--- src/rtl/next_hop_rtt_cost_selector_assert.svh ---
// ---------------------------------------------------------------------------
// Assertion macros for the next-hop RTT cost selector
// Clocked on clk, disabled while rst_n is low; both names must be in scope.
// ---------------------------------------------------------------------------
`ifndef NEXT_HOP_RTT_COST_SELECTOR_ASSERT_SVH
`define NEXT_HOP_RTT_COST_SELECTOR_ASSERT_SVH

`ifndef SYNTHESIS
// Consequent must hold in the same cycle as the antecedent.
`define NHRCS_ASSERT_SAME(label, ante, cons) \
  label: assert property (@(posedge clk) disable iff (!rst_n) (ante) |-> (cons)) \
    else $error("nhrcs assertion failed");
// Consequent must hold in the cycle after the antecedent.
`define NHRCS_ASSERT_NEXT(label, ante, cons) \
  label: assert property (@(posedge clk) disable iff (!rst_n) (ante) |=> (cons)) \
    else $error("nhrcs assertion failed");
`else
`define NHRCS_ASSERT_SAME(label, ante, cons)
`define NHRCS_ASSERT_NEXT(label, ante, cons)
`endif

`endif

--- src/rtl/nhrcs_pkg.sv ---
// ---------------------------------------------------------------------------
// nhrcs_pkg
// Shared widths, RTT status codes and choice kinds of the next-hop selector.
// ---------------------------------------------------------------------------
package nhrcs_pkg;

  localparam int DEF_FACE_BITS = 16;
  localparam int DEF_RTT_BITS  = 32;
  localparam int COST_BITS     = 16;
  localparam int CLASS_BITS    = 2;
  localparam int KIND_BITS     = 3;

  // RTT status of a hop; any code at or above timed-out counts as timed out
  localparam logic [CLASS_BITS-1:0] CLASS_MEASURED   = 2'd0;
  localparam logic [CLASS_BITS-1:0] CLASS_UNMEASURED = 2'd1;
  localparam logic [CLASS_BITS-1:0] CLASS_TIMEOUT    = 2'd2;

  typedef enum logic [KIND_BITS-1:0] {
    KIND_RANKED           = 3'd0,
    KIND_PREVIOUS         = 3'd1,
    KIND_LOWEST_RTT       = 3'd2,
    KIND_FIRST_UNMEASURED = 3'd3,
    KIND_BACKUP           = 3'd4
  } choice_kind_t;

endpackage

--- src/rtl/nhrcs_accum.sv ---
// ---------------------------------------------------------------------------
// nhrcs_accum
// Running per-decision minima, sticky face and the final choice logic.
// ---------------------------------------------------------------------------
`include "next_hop_rtt_cost_selector_assert.svh"

module nhrcs_accum
  import nhrcs_pkg::*;
#(
  parameter int FACE_BITS = DEF_FACE_BITS,
  parameter int RTT_BITS  = DEF_RTT_BITS
) (
  input  logic                  clk,
  input  logic                  rst_n,
  input  logic                  fire,
  input  logic                  hop_valid,
  input  logic [FACE_BITS-1:0]  hop_face,
  input  logic [CLASS_BITS-1:0] hop_class,
  input  logic [RTT_BITS-1:0]   hop_rtt,
  input  logic [RTT_BITS-1:0]   hop_srtt,
  input  logic [COST_BITS-1:0]  hop_cost,
  input  logic [FACE_BITS-1:0]  arrival_face,
  input  logic                  learning_mode,
  input  logic                  list_end,
  output logic [FACE_BITS-1:0]  res_face,
  output logic                  res_found,
  output choice_kind_t          res_kind
);

  localparam int KEY_BITS = RTT_BITS + 2;

  logic [FACE_BITS-1:0] sticky_face_r, sticky_face_nxt;
  logic                 sticky_valid_r, sticky_valid_nxt;
  logic                 seen_to_r, seen_to_nxt;
  logic [FACE_BITS-1:0] rank_face_r, rank_face_nxt;
  logic [KEY_BITS-1:0]  rank_key_r, rank_key_nxt;
  logic [COST_BITS-1:0] rank_cost_r, rank_cost_nxt;
  logic                 rank_valid_r, rank_valid_nxt;
  logic [FACE_BITS-1:0] mr_face_r, mr_face_nxt;
  logic [RTT_BITS-1:0]  mr_value_r, mr_value_nxt;
  logic                 mr_valid_r, mr_valid_nxt;
  logic [FACE_BITS-1:0] um_face_r, um_face_nxt;
  logic                 um_valid_r, um_valid_nxt;
  logic [FACE_BITS-1:0] fb_face_r, fb_face_nxt;
  logic                 fb_valid_r, fb_valid_nxt;

  logic                 timed_out;
  logic                 unmeasured;
  logic                 eligible;
  logic [KEY_BITS-1:0]  key;
  logic                 rank_upd;
  logic                 mr_upd;
  logic                 um_upd;
  logic                 fb_upd;
  logic                 seen_a;
  logic                 keep_sticky;

  // Classify the hop and build its ranking key
  assign timed_out  = (hop_class >= CLASS_TIMEOUT);
  assign unmeasured = (hop_class == CLASS_UNMEASURED);
  assign eligible   = hop_valid && (hop_face != arrival_face);

  always_comb begin
    if (timed_out) begin
      key = {KEY_BITS{1'b1}};
    end else if (unmeasured) begin
      key = {1'b0, {(KEY_BITS-1){1'b1}}};
    end else begin
      key = {2'b00, hop_srtt};
    end
  end

  // Decide which running records this hop replaces
  assign rank_upd = eligible && (!rank_valid_r || (key < rank_key_r) ||
                    ((key == rank_key_r) && (hop_cost < rank_cost_r)));
  assign mr_upd   = eligible && !timed_out && !unmeasured &&
                    (!mr_valid_r || (hop_rtt < mr_value_r));
  assign um_upd   = eligible && unmeasured && !um_valid_r;
  assign fb_upd   = eligible && !fb_valid_r;

  // Sticky face status counts every hop, arrival face included
  assign seen_a = seen_to_r || (hop_valid && sticky_valid_r &&
                  (hop_face == sticky_face_r) && timed_out);
  assign keep_sticky = sticky_valid_r && !seen_a;

  // Pick the result from the records as updated by this hop
  always_comb begin
    res_face  = '0;
    res_found = 1'b0;
    res_kind  = KIND_RANKED;
    if (learning_mode) begin
      if (keep_sticky) begin
        res_face  = sticky_face_r;
        res_found = 1'b1;
        res_kind  = KIND_PREVIOUS;
      end else if (mr_upd || mr_valid_r) begin
        res_face  = mr_upd ? hop_face : mr_face_r;
        res_found = 1'b1;
        res_kind  = KIND_LOWEST_RTT;
      end else if (um_upd || um_valid_r) begin
        res_face  = um_upd ? hop_face : um_face_r;
        res_found = 1'b1;
        res_kind  = KIND_FIRST_UNMEASURED;
      end else if (fb_upd || fb_valid_r) begin
        res_face  = fb_upd ? hop_face : fb_face_r;
        res_found = 1'b1;
        res_kind  = KIND_BACKUP;
      end
    end else if (rank_upd || rank_valid_r) begin
      res_face  = rank_upd ? hop_face : rank_face_r;
      res_found = 1'b1;
    end
  end

  // Advance the records; close the decision on the last hop
  always_comb begin
    sticky_face_nxt  = sticky_face_r;
    sticky_valid_nxt = sticky_valid_r;
    seen_to_nxt      = seen_a;
    rank_face_nxt    = rank_upd ? hop_face : rank_face_r;
    rank_key_nxt     = rank_upd ? key : rank_key_r;
    rank_cost_nxt    = rank_upd ? hop_cost : rank_cost_r;
    rank_valid_nxt   = rank_valid_r || eligible;
    mr_face_nxt      = mr_upd ? hop_face : mr_face_r;
    mr_value_nxt     = mr_upd ? hop_rtt : mr_value_r;
    mr_valid_nxt     = mr_valid_r || mr_upd;
    um_face_nxt      = um_upd ? hop_face : um_face_r;
    um_valid_nxt     = um_valid_r || um_upd;
    fb_face_nxt      = fb_upd ? hop_face : fb_face_r;
    fb_valid_nxt     = fb_valid_r || fb_upd;
    if (list_end) begin
      seen_to_nxt    = 1'b0;
      rank_valid_nxt = 1'b0;
      mr_valid_nxt   = 1'b0;
      um_valid_nxt   = 1'b0;
      fb_valid_nxt   = 1'b0;
      if (learning_mode && !keep_sticky) begin
        sticky_face_nxt  = res_face;
        sticky_valid_nxt = res_found;
      end
    end
  end

  // Hold control bits under reset
  always_ff @(posedge clk) begin
    if (!rst_n) begin
      sticky_valid_r <= 1'b0;
      seen_to_r      <= 1'b0;
      rank_valid_r   <= 1'b0;
      mr_valid_r     <= 1'b0;
      um_valid_r     <= 1'b0;
      fb_valid_r     <= 1'b0;
    end else if (fire) begin
      sticky_valid_r <= sticky_valid_nxt;
      seen_to_r      <= seen_to_nxt;
      rank_valid_r   <= rank_valid_nxt;
      mr_valid_r     <= mr_valid_nxt;
      um_valid_r     <= um_valid_nxt;
      fb_valid_r     <= fb_valid_nxt;
    end
  end

  // Record payloads, only read while their valid bit is set
  always_ff @(posedge clk) begin
    if (fire) begin
      sticky_face_r <= sticky_face_nxt;
      rank_face_r   <= rank_face_nxt;
      rank_key_r    <= rank_key_nxt;
      rank_cost_r   <= rank_cost_nxt;
      mr_face_r     <= mr_face_nxt;
      mr_value_r    <= mr_value_nxt;
      um_face_r     <= um_face_nxt;
      fb_face_r     <= fb_face_nxt;
    end
  end

  `NHRCS_ASSERT_NEXT(a_clear_on_end, fire && list_end, !rank_valid_r && !mr_valid_r && !um_valid_r && !fb_valid_r && !seen_to_r)
  `NHRCS_ASSERT_SAME(a_fallback_covers, rank_valid_r || mr_valid_r || um_valid_r, fb_valid_r)
  `NHRCS_ASSERT_NEXT(a_sticky_learn, fire && list_end && learning_mode && !keep_sticky, sticky_valid_r == $past(res_found))

endmodule

--- src/rtl/next_hop_rtt_cost_selector.sv ---
// ---------------------------------------------------------------------------
// next_hop_rtt_cost_selector
// Chooses the outgoing face of one forwarding decision from its next hops.
// ---------------------------------------------------------------------------
// Usage: present the next hops of one decision on the in_ channel, one hop
// per request, in cost order; mark the final one with in_list_end. An item
// with in_hop_valid low carries no hop (use it with in_list_end to close an
// empty list). in_learning_mode is sampled on the final item only.
// Each decision yields exactly one out_ request: the chosen face, a found
// flag and the kind of choice. Other items yield nothing.
// The final item passes from the input register through the running minima
// into the result register, which raises out_valid.
// Throughput: one hop per cycle while no final hop waits; the single
// compare-and-update pass over the running minima between the input and
// result registers sets it. Stall: while the result register is full and
// out_ready is low, hops that do not end a decision still advance; a final hop
// waits in the input register and in_ready drops until the result is taken.
// Reset: synchronous; clears the sticky face and all per-decision records.
// ---------------------------------------------------------------------------
`include "next_hop_rtt_cost_selector_assert.svh"

module next_hop_rtt_cost_selector
  import nhrcs_pkg::*;
#(
  parameter int FACE_BITS = DEF_FACE_BITS,
  parameter int RTT_BITS  = DEF_RTT_BITS
) (
  input  logic                  clk,
  input  logic                  rst_n,
  input  logic                  in_valid,
  output logic                  in_ready,
  input  logic                  in_hop_valid,
  input  logic [FACE_BITS-1:0]  in_hop_face,
  input  logic [CLASS_BITS-1:0] in_hop_class,
  input  logic [RTT_BITS-1:0]   in_hop_rtt,
  input  logic [RTT_BITS-1:0]   in_hop_srtt,
  input  logic [COST_BITS-1:0]  in_hop_cost,
  input  logic [FACE_BITS-1:0]  in_arrival_face,
  input  logic                  in_learning_mode,
  input  logic                  in_list_end,
  output logic                  out_valid,
  input  logic                  out_ready,
  output logic [FACE_BITS-1:0]  out_chosen_face,
  output logic                  out_found,
  output logic [KIND_BITS-1:0]  out_choice_kind
);

  logic                  in_valid_r;
  logic                  hop_valid_r;
  logic [FACE_BITS-1:0]  hop_face_r;
  logic [CLASS_BITS-1:0] hop_class_r;
  logic [RTT_BITS-1:0]   hop_rtt_r;
  logic [RTT_BITS-1:0]   hop_srtt_r;
  logic [COST_BITS-1:0]  hop_cost_r;
  logic [FACE_BITS-1:0]  arrival_face_r;
  logic                  learning_mode_r;
  logic                  list_end_r;

  logic                  out_valid_r;
  logic [FACE_BITS-1:0]  out_face_r;
  logic                  out_found_r;
  choice_kind_t          out_kind_r;

  logic                  fire;
  logic                  res_load;
  logic [FACE_BITS-1:0]  res_face;
  logic                  res_found;
  choice_kind_t          res_kind;

  // Advance the held hop unless it ends a decision and the result slot is busy
  assign fire     = in_valid_r && (!list_end_r || !out_valid_r || out_ready);
  assign res_load = fire && list_end_r;
  assign in_ready = !in_valid_r || fire;

  // Input register
  always_ff @(posedge clk) begin
    if (!rst_n) begin
      in_valid_r <= 1'b0;
    end else if (in_ready) begin
      in_valid_r <= in_valid;
    end
  end

  always_ff @(posedge clk) begin
    if (in_valid && in_ready) begin
      hop_valid_r     <= in_hop_valid;
      hop_face_r      <= in_hop_face;
      hop_class_r     <= in_hop_class;
      hop_rtt_r       <= in_hop_rtt;
      hop_srtt_r      <= in_hop_srtt;
      hop_cost_r      <= in_hop_cost;
      arrival_face_r  <= in_arrival_face;
      learning_mode_r <= in_learning_mode;
      list_end_r      <= in_list_end;
    end
  end

  nhrcs_accum #(
    .FACE_BITS (FACE_BITS),
    .RTT_BITS  (RTT_BITS)
  ) u_accum (
    .clk           (clk),
    .rst_n         (rst_n),
    .fire          (fire),
    .hop_valid     (hop_valid_r),
    .hop_face      (hop_face_r),
    .hop_class     (hop_class_r),
    .hop_rtt       (hop_rtt_r),
    .hop_srtt      (hop_srtt_r),
    .hop_cost      (hop_cost_r),
    .arrival_face  (arrival_face_r),
    .learning_mode (learning_mode_r),
    .list_end      (list_end_r),
    .res_face      (res_face),
    .res_found     (res_found),
    .res_kind      (res_kind)
  );

  // Result register: load on a closing hop, drop once taken
  always_ff @(posedge clk) begin
    if (!rst_n) begin
      out_valid_r <= 1'b0;
    end else if (res_load) begin
      out_valid_r <= 1'b1;
    end else if (out_ready) begin
      out_valid_r <= 1'b0;
    end
  end

  always_ff @(posedge clk) begin
    if (res_load) begin
      out_face_r  <= res_face;
      out_found_r <= res_found;
      out_kind_r  <= res_kind;
    end
  end

  assign out_valid       = out_valid_r;
  assign out_chosen_face = out_face_r;
  assign out_found       = out_found_r;
  assign out_choice_kind = out_kind_r;

  `NHRCS_ASSERT_SAME(a_hold_final, in_valid_r && list_end_r && out_valid_r && !out_ready, !in_ready && !fire)
  `NHRCS_ASSERT_NEXT(a_load_result, res_load, out_valid_r)
  `NHRCS_ASSERT_NEXT(a_no_phantom, !res_load && (!out_valid_r || out_ready), !out_valid_r)

endmodule
--- config.mk ---
export PLATFORM = sky130hd
export DESIGN_NAME = next_hop_rtt_cost_selector
export DESIGN_NICKNAME = d
export VERILOG_FILES = /design/src/rtl/nhrcs_pkg.sv /design/src/rtl/nhrcs_accum.sv /design/src/rtl/next_hop_rtt_cost_selector.sv
export VERILOG_INCLUDE_DIRS = /design/src /design/src/rtl
export SDC_FILE = /design/constraint.sdc
export NUM_CORES = 1
export LEC_CHECK = 0
export BUFFER_PORTS_ARGS = -buffer_cell sky130_fd_sc_hd__buf_2
export CORE_MARGIN = 2
export CORE_UTILIZATION = 47
export CTS_BUF_LIST = sky130_fd_sc_hd__clkbuf_8 sky130_fd_sc_hd__clkbuf_16
export DETAILED_ROUTE_END_ITERATION = 6
export PLACE_DENSITY = 0.71
export SLEW_MARGIN = 10
export SYNTH_ARGS = -nofsm -noshare
export SYNTH_HDL_FRONTEND = slang
export SYNTH_HIERARCHICAL = 1
export SYNTH_SLANG_ARGS = --single-unit
--- constraint.sdc ---
create_clock -name clk -period 6.6 [get_ports clk]
set_input_delay 0.66 -clock clk [delete_from_list [all_inputs] [get_ports clk]]
set_output_delay 0.66 -clock clk [all_outputs]
set_load 0.005 [all_outputs]
Yosys cells after proc, flatten, opt, wreduce, memory -nomap -nowiden

Index checks and enable logic that the tools add are counted.

Bits in registers: 307
Bits of input ports: 121
Output and inout port bits: 22
Logic and storage cells: 114

Magnitude comparators: 4
Eq/ne operators: 4
Multiplexer cells: 29
Bitwise gates (word level): 1
Reductions and logical operators: 46

Operators with widths:

| cell                                                | count |
|---|---|
| 2-to-1 mux 16 bit                                   | 10 |
| equality test 34 bit                                | 1 |
| < comparator 34 bit                                 | 1 |
| 2-to-1 mux 34 bit                                   | 1 |
| 2-to-1 mux 33 bit                                   | 1 |
| < comparator 32 bit                                 | 1 |
| logical AND 1 bit                                   | 17 |
| equality test 16 bit                                | 1 |
| < comparator 16 bit                                 | 1 |
| != test 16 bit                                      | 1 |
| 2-to-1 mux 1 bit                                    | 14 |
| logical OR 1 bit                                    | 12 |
| logical NOT 1 bit                                   | 11 |
| 2-to-1 mux 2 bit                                    | 2 |
| AND reduction 2 bit                                 | 2 |
| OR reduction 4 bit                                  | 1 |
| 2-to-1 mux 3 bit                                    | 1 |
| AND reduction 3 bit                                 | 1 |
| equality test 2 x 1 -> 1 bit, second input constant | 1 |
| >= comparator 2 bit, second input constant          | 1 |
| nonzero test 2 bit                                  | 1 |
| OR reduction 2 bit                                  | 1 |
| NOT 1 bit                                           | 1 |

Logic depth before layout (Yosys ltp)

Word-level depth: 10
Depth in mapped cells: 12
Mapped depth without buffers: 10

Cells and area by module

Netlist, hierarchy kept.

By module, submodules not included:

| module                     | instances | cells each | area an instance (um^2) | sequential area each (um^2) |
|---|---|---|---|---|
| nhrcs_accum                | 1         | 902        | 9848.2                  | 4984.8 |
| next_hop_rtt_cost_selector | 1         | 149        | 4231.6                  | 4154.0 |

Worst setup path before layout

OpenSTA, ideal clock, no wires.

Kind: input-to-reg
From: input out_ready
To: register u_accum.sticky_valid_r
Setup time: 77 ps
Arrival time: 6225 ps
Data required time: 6523 ps
Setup slack: 298 ps
Stages: 6
Path buffers: 0
Cells stage by stage: and2b_1 > a21boi_1 > nand2_1 > nor3b_1 > o21ai_0 > a31oi_1

Cells in the longest elaborated chain, start to end: 3

RTL lines:

| what                          | RTL line                         | RTL |
|---|---|---|
| start: declaration            | next_hop_rtt_cost_selector.sv:42 | `input logic out_ready,` |
| logical OR 1 bit              | next_hop_rtt_cost_selector.sv:71 | `assign fire = in_valid_r && (!list_end_r \|\| !out_valid_r \|\| out_ready);` |
| logical AND 1 bit             | next_hop_rtt_cost_selector.sv:71 |  |
| via fire                      | next_hop_rtt_cost_selector.sv:64 | `logic fire;` |
| AND reduction 3 bit (no line) | -                                |  |
| end signal: assignment        | nhrcs_accum.sv:154               | `sticky_valid_r <= sticky_valid_nxt;` |
| end: declaration              | nhrcs_accum.sv:33                | `logic sticky_valid_r, sticky_valid_nxt;` |

The timed path passes the listed nets, and every way through them passes these cells.
A chain may end at the register's enable or synchronous reset.

Worst setup path in the final report

From: register hop_class_r[0]
To: register u_accum.rank_cost_r[1] (enable)

Cells in the longest elaborated chain, start to end: 8
Elaborated cells between the ends (all ways): 11
Classes of those cells: order compare: 2; eq/ne: 2; mux: 2; reduce/logical: 5

RTL lines:

| what                                                        | RTL line                             | RTL |
|---|---|---|
| start: declaration                                          | next_hop_rtt_cost_selector.sv:51     | `logic [CLASS_BITS-1:0] hop_class_r;` |
| start signal: assignment                                    | next_hop_rtt_cost_selector.sv:88     | `hop_class_r <= in_hop_class;` |
| equality test 2 x 1 -> 1 bit                                | nhrcs_accum.sv:60                    | `assign unmeasured = (hop_class == CLASS_UNMEASURED);` |
| 2-to-1 mux 33 bit                                           | nhrcs_accum.sv:66                    | `end else if (unmeasured) begin` |
| 2-to-1 mux 34 bit *                                         | nhrcs_accum.sv:64                    | `if (timed_out) begin` |
| via u_accum.key[31]                                         | nhrcs_accum.sv:50                    | `logic [KEY_BITS-1:0] key;` |
| < comparator 34 bit or equality test 34 bit (tied branches) | nhrcs_accum.sv:74, nhrcs_accum.sv:75 |  |
| logical OR 1 bit or logical AND 1 bit (tied branches)       | nhrcs_accum.sv:74, nhrcs_accum.sv:75 |  |
| logical OR 1 bit *                                          | nhrcs_accum.sv:74                    | `assign rank_upd = eligible && (!rank_valid_r \|\| (key < rank_key_r) \|\|` |
| logical AND 1 bit *                                         | nhrcs_accum.sv:74                    |  |
| AND reduction 2 bit (no line) *                             | -                                    |  |
| end signal: assignment                                      | nhrcs_accum.sv:169                   | `rank_cost_r <= rank_cost_nxt;` |
| end: declaration                                            | nhrcs_accum.sv:37                    | `logic [COST_BITS-1:0] rank_cost_r, rank_cost_nxt;` |

Mark *: on every way through the listed nets, which the timed path passes. The rest lies on a longest branch.

==> reports/results.md <==
## Pwr
- **maximum vdd ir drop** 227 uV
- **part of the total power dissipated in combinational logic** 7.2%
- **power density cells** 280 nW/um^2
- **NetSw** 1020 uW
- **total leakage power** 0.00639 uW
- **internal power summed over all cells** 3560 uW
- **clock share of power** 42.4%
- **net switching fraction of the power** 22.2%
- **sequential power share** 50.4%

## Worst setup path
- **largest stage delay on the critical path** 780 ps
- **R2R depth** 10
- **Reg2Reg Setup Slack** 2090 ps
- **crit path DAT** 4710 ps
- **type of element launching the critical path** flop
- **Worst Path Required** 6800 ps
- **endpoint kind of the worst setup timing path** flop
- **worst flop-to-flop path endpoint** u_accum/rank_cost_r[1]
- **largest fanout on the critical path** 36
- **cell type of the slowest stage on the worst timing path** sky130_fd_sc_hd__edfxtp_1
- **r2r startpoint** hop_class_r[0]
- **type of the worst setup path** reg2reg
- **cell-by-cell listing of the critical path** or3_1 -> ha_1 -> nand4_1 -> nor4_1 -> a41o_1 -> o2111ai_1 -> o22ai_2 -> buf_4 -> and2_2 -> buf_12

## Timing
- **top achievable clock speed** 222 MHz
- **Max Clock Skew** 15.4 ps
- **period utilisation layout** 68.3%
- **max-slew violations** 0
- **Final Hold Fails** 0
- **summed negative setup slack over all endpoints** 0 ps
- **slew at the pin closest to its max-slew limit** 1130 ps
- **worst slew margin relative to its limit** 24.7%
- **setup violation total in the final timing report** 0
- **minimum clock period after layout** 4510 ps
- **setup repair after global routing missed its margin** false

## Placed design
- **placed cell area** 15200 sq um
- **count of input and output buffers** 142
- **routability congestion estimate from global placement** 0.806
- **number of placed instances with taps included** 1541
- **Post-DP HPWL** 18.9 mm

## Layout
- **net count of the finished layout** 1390
- **flip-flop and latch area** 9140 sq um
- **footprint of the multi-input gates** 4340 sq um
- **share of post-route cells with drive strength above 1** 20.6%
- **antenna cells** 0
- **count of non-filler cells in the finished layout** 1605
- **post-route cell area** 16300 sq um
- **fillcell total** 2433
- **Layout Area Growth over Synthesis** 16.0%

## Detailed routing
- **post-route DRC violation count** 0
- **via/cell ratio** 5.55
- **routed wire length per instance** 18.7 um
- **iteration count of the initial detailed-routing pass** 6
- **residual antenna-violating net count after detailed routing** 0
- **vias post-DR** 8901
- **Iteration-0 DRC Markers** 732
- **sum of routed wire length over all layers** 30.0 mm

## Synth
- **share of synthesized area occupied by flip-flops and latches** 64.9%
- **number of distinct library cells after synthesis** 64
- **async set-reset flop share out of synthesis** 0%
- **number of instances in the synthesized netlist** 1051
- **leading post-synthesis cells by cell area** sky130_fd_sc_hd__edfxtp_1, sky130_fd_sc_hd__ha_1, sky130_fd_sc_hd__inv_1
- **total of flip-flops plus latches after synthesis** 307
- **cell type with the largest total area after synthesis** sky130_fd_sc_hd__edfxtp_1
- **number of flops mapped to enable cells by yosys** 299
- **share of the synthesized area in the top cell type** 63.8%
- **top-count cell post-synth** sky130_fd_sc_hd__edfxtp_1
- **Yosys warning total** 6
- **Commonest cells post-synth** sky130_fd_sc_hd__edfxtp_1, sky130_fd_sc_hd__inv_1, sky130_fd_sc_hd__nand2_1
- **Syn Area/Cell** 13.4 sq um
- **net count of the mapped netlist** 1252
- **dominant register cell in the synthesized netlist** sky130_fd_sc_hd__edfxtp_1
- **mapped cell area** 14100 sq um

## Run
- **Max Cap Violations** 0

## Die
- **floorplan die area** 31400 sq um
- **row cnt** 63
- **Initial Util** 47.6%
- **width of the die** 177 um
- **Core Box Area** 29600 sq um
- **IO Count** 143
- **vertical die dimension** 177 um

## Clock network
- **setup repair bufs after CTS** 0
- **TritonCTS buffer count** 35
- **CTS sink cnt** 307
- **number of hold buffers added after cts** 0
- **TritonCTS clock tree** done
- **PostCTS Resize Cnt** 0
- **buffer depth of the longest clock path** 3
- **clock root cell** sky130_fd_sc_hd__clkbuf_16
- **worst skew pair latency** 520 ps
- **H-Tree Depth** 2
- **post-CTS clock slew at the launch and capture registers of the worst setup and hold paths** 60 ps

## Global route
- **via count of the first global-routing pass** 8839
- **first-pass GRT wire length** 47.3 mm
- **maximum number of pins on one net before global-route repair** 70
- **leftover overflow at the end of global routing** 0
- **antenna violations before repair** 1
- **All-Layer GR Usage** 19.4%

## Run status
- **outcome** complete, no violations

## Min path
- **number of cells traversed by the worst hold path** 1
- **class of the worst hold path** in2reg
- **hold-critical path endpoint** hop_face_r[7]
- **Hold Crit Start** in_hop_face[7]

[worst max path at each step]
stage                        start                     end  slack (ps)  depth (start not counted)
floorplan                out_ready  u_accum/sticky_valid_r         300                          6
global placement    hop_class_r[0]  u_accum/rank_key_r[22]        1920                          9
detailed placement  hop_class_r[0]  u_accum/rank_key_r[22]        1770                          9
CTS                 hop_class_r[0]  u_accum/rank_key_r[22]        1700                          9
global route        hop_class_r[0]  u_accum/rank_key_r[22]        1740                         10
finish              hop_class_r[0]  u_accum/rank_cost_r[1]        2090                         10
[power by group through the flow]
stage	combinational, uW	sequential [uW]	clock, uW
after floorplan	231	2310	0
after global placement	318	2340	0
after detailed placement	327	2340	0
after CTS	330	2310	1980
after global routing	370	2310	2060
final	330	2300	1940
[cell families (layout without fill, tap and decap cells)]
logic type / after synthesis / in the layout / share of synthesized area (%)
AOI/OAI and AO/OA: 185 / 185 / 9.38
DFF: 307 / 307 / 64.9
buffers and inverters: 160 / 324 / 4.60
and+or+nand+nor: 238 / 238 / 8.20
adders and majority gates: 80 / 80 / 7.11
xor gates and xnor gates: 32 / 32 / 1.99
muxes: 49 / 49 / 3.80
[per-stage QoR]
stage	hold WS, ps	setup slack (ps)	util (%)	total power, uW
after floorplan	427	298	-	2550
after global placement	440	1920	51.3	2660
after detailed placement	443	1770	51.3	2670
after CTS	292	1700	55.2	4610
after global routing	290	1740	55.3	4740
final	312	2090	55.3	4570
[sequential cells by signal, summed over array words and instances, names as in the netlist, 32 cells and up]
signal / flops
hop_rtt_r: 32
hop_srtt_r: 32
u_accum/mr_value_r: 32
u_accum/rank_key_r: 34
[critical path: cells and delay by family, from the launching register on]
| kind | cells | cell delay, ps |
|---|---|---|
| DFF | 1 | 780 |
| buffers and inverters | 2 | 700 |
| and+or+nand+nor | 4 | 1780 |
| adders and majority gates | 1 | 310 |
| AOI/OAI and AO/OA | 3 | 590 |
[placed cells by master, fill, tap and decap left out, types with 20 or more instances in the layout]
cell type	instances
sky130_fd_sc_hd__mux2_2	32
sky130_fd_sc_hd__nor2_1	36
sky130_fd_sc_hd__buf_2	142
sky130_fd_sc_hd__inv_1	113
sky130_fd_sc_hd__edfxtp_1	299
sky130_fd_sc_hd__nand3_1	40
sky130_fd_sc_hd__xnor2_1	20
sky130_fd_sc_hd__o21ai_0	48
sky130_fd_sc_hd__nand2_1	88
sky130_fd_sc_hd__or3_1	31
sky130_fd_sc_hd__a21oi_1	29
sky130_fd_sc_hd__clkbuf_16	35
sky130_fd_sc_hd__ha_1	80
sky130_fd_sc_hd__a21o_1	20
[final cells by class]
class                           instances  share of cell area [%]
Sequential cell                       307                    55.9
Multi-Input combinational cell        584                    26.6
Clock buffer                           35                    5.36
Timing Repair Buffer                  155                    5.02
Tap cell                              390                    2.99
Inverter                              106                    2.44
Clock inverter                         28                    1.68
[routing by layer]
layer / global-route usage [%] / up-vias / wire length, um
li1: - / 4204 / -
met2: 31.6 / 335 / 14100
met5: 0 / - / 0
met3: 3.07 / 49 / 1890
met1: 26.5 / 4313 / 13300
met4: 6.40 / 0 / 788
Power figures use the tool's default switching activity.
